$ cat config.mk
export PLATFORM = sky130hd
export DESIGN_NAME = tgql_ctrl
export DESIGN_NICKNAME = d
export VERILOG_FILES = /design/src/sv/tgql_pkg.sv /design/src/sv/tgql_ctrl.sv
export SDC_FILE = /design/constraint.sdc
export NUM_CORES = 1
export LEC_CHECK = 0
export BUFFER_PORTS_ARGS = -buffer_cell sky130_fd_sc_hd__buf_2
export CAP_MARGIN = 20
export CORE_AREA = 2 2 39 41
export CTS_CLUSTER_DIAMETER = 30
export CTS_CLUSTER_SIZE = 25
export DETAILED_ROUTE_END_ITERATION = 10
export DIE_AREA = 0 0 41 43
export HOLD_SLACK_MARGIN = 0.08
export PLACE_DENSITY = 0.47
export SKIP_CTS_REPAIR_TIMING = 1
export SLEW_MARGIN = 20
export SYNTH_ARGS = -nofsm -noshare
export SYNTH_HDL_FRONTEND = slang
export SYNTH_SLANG_ARGS = --single-unit
$ cat constraint.sdc
create_clock -name aclk -period 2.79 [get_ports aclk]
set_input_delay 0.1395 -clock aclk [delete_from_list [all_inputs] [get_ports aclk]]
set_output_delay 0.1395 -clock aclk [all_outputs]
set_load 0.02 [all_outputs]
$ cat src/sv/tgql_pkg.sv
// Shared types and constants for the text glyph quad layout unit.
package tgql_pkg;

    localparam logic [7:0] NEWLINE_CODE = 8'd10;

    typedef enum logic [1:0] {
        MODE_LOAD  = 2'd0,
        MODE_START = 2'd1,
        MODE_CHAR  = 2'd2,
        MODE_NONE  = 2'd3
    } mode_t;

    typedef enum logic [3:0] {
        ST_IDLE,
        ST_DIV,
        ST_FETCH,
        ST_MUL,
        ST_SUM,
        ST_OUT
    } state_t;

    localparam logic [2:0] REG_FIRST_CODE  = 3'd0;
    localparam logic [2:0] REG_GRID_COLS   = 3'd1;
    localparam logic [2:0] REG_GRID_ROWS   = 3'd2;
    localparam logic [2:0] REG_CELL_WIDTH  = 3'd3;
    localparam logic [2:0] REG_CELL_HEIGHT = 3'd4;
    localparam logic [2:0] REG_SCALE       = 3'd5;
    localparam logic [2:0] REG_PROP        = 3'd6;

    typedef struct packed {
        logic [7:0] first_code;
        logic [8:0] grid_cols;
        logic [8:0] grid_rows;
        logic [8:0] cell_width;
        logic [8:0] cell_height;
        logic [11:0] scale;
        logic        proportional;
    } cfg_t;

    typedef struct packed {
        logic load;      // accept item, run mode 0/1/newline or start char
        logic div_step;
        logic fetch;
        logic mul;
        logic sum;
        logic out_load;
    } cmd_t;

    typedef struct packed {
        logic is_char;   // captured item is a printable char
        logic div_done;
    } sts_t;

endpackage

$ cat src/sv/tgql_ctrl.sv
// Controller state machine sequencing one item through the datapath.
module tgql_ctrl (
    input  logic           aclk,
    input  logic           aresetn,
    input  logic           s_tvalid,
    output logic           s_tready,
    input  logic           out_busy,
    input  tgql_pkg::sts_t sts,
    output tgql_pkg::cmd_t cmd
);
    import tgql_pkg::*;

    state_t state_reg, state_next;

    always_ff @(posedge aclk) begin
        if (!aresetn) begin
            state_reg <= ST_IDLE;
        end else begin
            state_reg <= state_next;
        end
    end

    always_comb begin
        state_next = state_reg;
        cmd = '0;
        s_tready = 1'b0;
        unique case (state_reg)
            ST_IDLE: begin
                s_tready = 1'b1;
                if (s_tvalid) begin
                    cmd.load = 1'b1;
                    state_next = ST_DIV;
                end
            end
            ST_DIV: begin
                if (!sts.is_char) begin
                    state_next = ST_IDLE;
                end else if (sts.div_done) begin
                    state_next = ST_FETCH;
                end else begin
                    cmd.div_step = 1'b1;
                end
            end
            ST_FETCH: begin
                cmd.fetch = 1'b1;
                state_next = ST_MUL;
            end
            ST_MUL: begin
                cmd.mul = 1'b1;
                state_next = ST_SUM;
            end
            ST_SUM: begin
                cmd.sum = 1'b1;
                state_next = ST_OUT;
            end
            ST_OUT: begin
                if (!out_busy) begin
                    cmd.out_load = 1'b1;
                    state_next = ST_IDLE;
                end
            end
            default: state_next = ST_IDLE;
        endcase
    end
endmodule

==> impl_metrics.yaml <==
run_status:
  outcome: "finished, final reports clean"
cts:
  clk_path_buf_depth: 2
  cts_tree: "built"
  root_buffer: "clkbuf_4"
  htreeDepth: 1
  clkSinkCount: 3
  clock_latency_ns: 0.23
  clk_pin_slew_worst_paths_ns: 0.04
  cts_inserted_buffers: 3
timing:
  rsz0062_at_grt: "false"
  period_needed_ns: 1.60
  fin_setup_tns_ns: 0
  max_freq_ghz: 0.624
  finalCritPeriodShare: 0.574
  hold_viol: 0
  maxSlewHeadroom: 0.739
  finClkSkew_ns: 0.000767
  finalSetupViolCount: 0
  drv_slew: 0
  worst_pin_slew_ns: 0.390
worst_hold_path:
  hold_end: "state_reg[2]$_SDFFE_PN0P_"
  min_path_cells: 3
  hold_class: "in -> reg"
  min_from: "aresetn"
floorplanning:
  start_util: 0.187
  io_pins: 13
  die_h_um: 43
  coreArea_mm2: 0.00138
  dieArea_mm2: 0.00176
  core.rowCount: 14
  die_w_um: 41
logic_synthesis:
  ys_ff_latch: 3
  synth.top_cell.area_share: 0.232
  ys_top_cells_by_area: "dfxtp_1 (23%), o41ai_4 (11%), buf_6 (8.7%), and2_1 (7.2%), nor3b_2 (4.8%)"
  synth_cell_types: 20
  synth_top_area_cell: "dfxtp_1"
  netlist_area_um2: 259
  synth_seq_area_share: 0.232
  synth_nets: 34
  avgSynthCellArea_um2: 9.25
  synthCells: 28
  yosys_warnings: 0
power_and_ir_drop:
  swShare: 0.332
  p_leak_nw: 0.156
  p_sw_uw: 63.0
  p_int_uw: 127
  combPwrFrac: 0.272
  p_per_area_mw_per_mm2: 562
  p_seq_frac: 0.322
  finalPower_uw: 190
  ir_worst_vdd_mv: 0.195
  clkPwrFrac: 0.406
global_route:
  grt_pass1_vias: 210
  grt_pass1_wl_um: 876
  grt_max_degree: 12
  antenna_found_initial: 0
  gr-total-overflow: 0
  grt.total_usage: 0.0812
layout:
  n_fill_cell: 151
  antenna_cells: 0
  largest_register_ffs: 3
  multi_input_area_um2: 164
  syn2layout_area_growth_pct: 30.4
  layout-drive-gt1-share: 0.463
  final_common_cell: "buf_2"
  final_util: 0.244
  fin_cells: 57
  nets: 48
  regArea_um2: 60.1
  mostFrequentLayoutCells: "buf_2 (12), and2_1 (3), clkbuf_4 (3), dfxtp_1 (3)"
worst_setup_path:
  reg2reg_to: "state_reg[2]$_SDFFE_PN0P_"
  criticalPathCategory: "reg -> out"
  critical_path_peak_fanout: 11
  critPathLaunchType: "flop"
  critPathCaptureType: "primary output"
  ff2ff_path_depth: 3
  reg2reg_from: "state_reg[2]$_SDFFE_PN0P_"
  reg2reg_setup_slack_ns: 1.55
  required_ns: 2.65
  cp.arrival_ns: 1.46
detailed_routing:
  viasPerCell: 4.51
  wl_um: 610
  vias: 257
  firstDrtPassIters: 4
  wl_per_cell_um: 10.7
  antenna_left: 0
  drc_errors: 0
  dr.first_iter.drc_count: 4
placed_design:
  portBuffers: 12
  place.gp.congestion: 0.618
  dp_cells: 53
  dp_hpwl_um: 448
run:
  cap_violations: 0
[layer usage]
metal	GRT usage	vias to the layer above	part of all wire	wire, um
met5	0	-	0	0
met4	0.0800	0	0.023	14
met3	0.0471	2	0.095	58
met2	0.0875	14	0.44	266
met1	0.102	115	0.44	270
li1	-	126	-	-
[synthesized netlist by cell type]
| cell type | instances |
|---|---|
| and2_1 | 3 |
| dfxtp_1 | 3 |
| buf_6 | 2 |
| inv_1 | 2 |
| nor3_1 | 2 |
| o21ai_0 | 2 |
| a211oi_1 | 1 |
| a2bb2oi_1 | 1 |
| a31oi_1 | 1 |
| and3b_1 | 1 |
| buf_2 | 1 |
| nand2_2 | 1 |
| nand2b_1 | 1 |
| nand3b_1 | 1 |
| nand4b_1 | 1 |
| nor2_1 | 1 |
| nor3b_2 | 1 |
| nor4bb_1 | 1 |
| o41ai_4 | 1 |
| or3b_4 | 1 |
[cell families after synthesis]
| logic type | share of synthesized area |
|---|---|
| AND/OR/NAND/NOR | 0.401 |
| flip-flops | 0.232 |
| AO/OA/AOI/OAI | 0.232 |
| buffers and inverters | 0.135 |
[critical path, cell delays in order (launching register included)]
cell     delay, ns
dfxtp_1       0.41
or3b_4        0.45
nor3b_2       0.18
buf_2         0.19
[worst max-delay path by stage]
stage | from | to | cells after the start
after floorplan | state_reg[0]$_SDFFE_PN0P_ | cmd[5] | 3
after global placement | state_reg[2]$_SDFFE_PN0P_ | cmd[4] | 3
after detailed placement | state_reg[2]$_SDFFE_PN0P_ | cmd[4] | 3
after CTS | state_reg[2]$_SDFFE_PN0P_ | cmd[4] | 3
after global routing | state_reg[2]$_SDFFE_PN0P_ | cmd[4] | 3
final | state_reg[2]$_SDFFE_PN0P_ | cmd[4] | 3
[cell type report]
| cell class | instances | share of cell area |
|---|---|---|
| Multi-Input combinational cell | 20 | 0.485 |
| Timing Repair Buffer | 12 | 0.178 |
| Clock buffer | 4 | 0.0778 |
| Tap cell | 16 | 0.0593 |
| Inverter | 2 | 0.0222 |
| Sequential cell | 3 | 0.178 |
[through the flow]
step           instance area, um2  worst slack, ns  hold WS, ns
2_1_floorplan                 259             1.32        0.261
6_report                      338             1.19        0.185
5_1_grt                       338             1.13        0.195
4_1_cts                       338             1.18        0.185
3_5_place_dp                  312             1.44        0.425
3_3_place_gp                  312             1.45        0.424
[power groups by stage]
stage	combinational [mW]	sequential [mW]	clock, mW
5_1_grt	0.0560	0.0622	0.0837
6_report	0.0517	0.0611	0.0770
4_1_cts	0.0525	0.0611	0.0798
2_1_floorplan	0.0504	0.0513	0
3_5_place_dp	0.0518	0.0615	0
3_3_place_gp	0.0521	0.0620	0
Note: power is estimated with default switching activity, not from simulation.
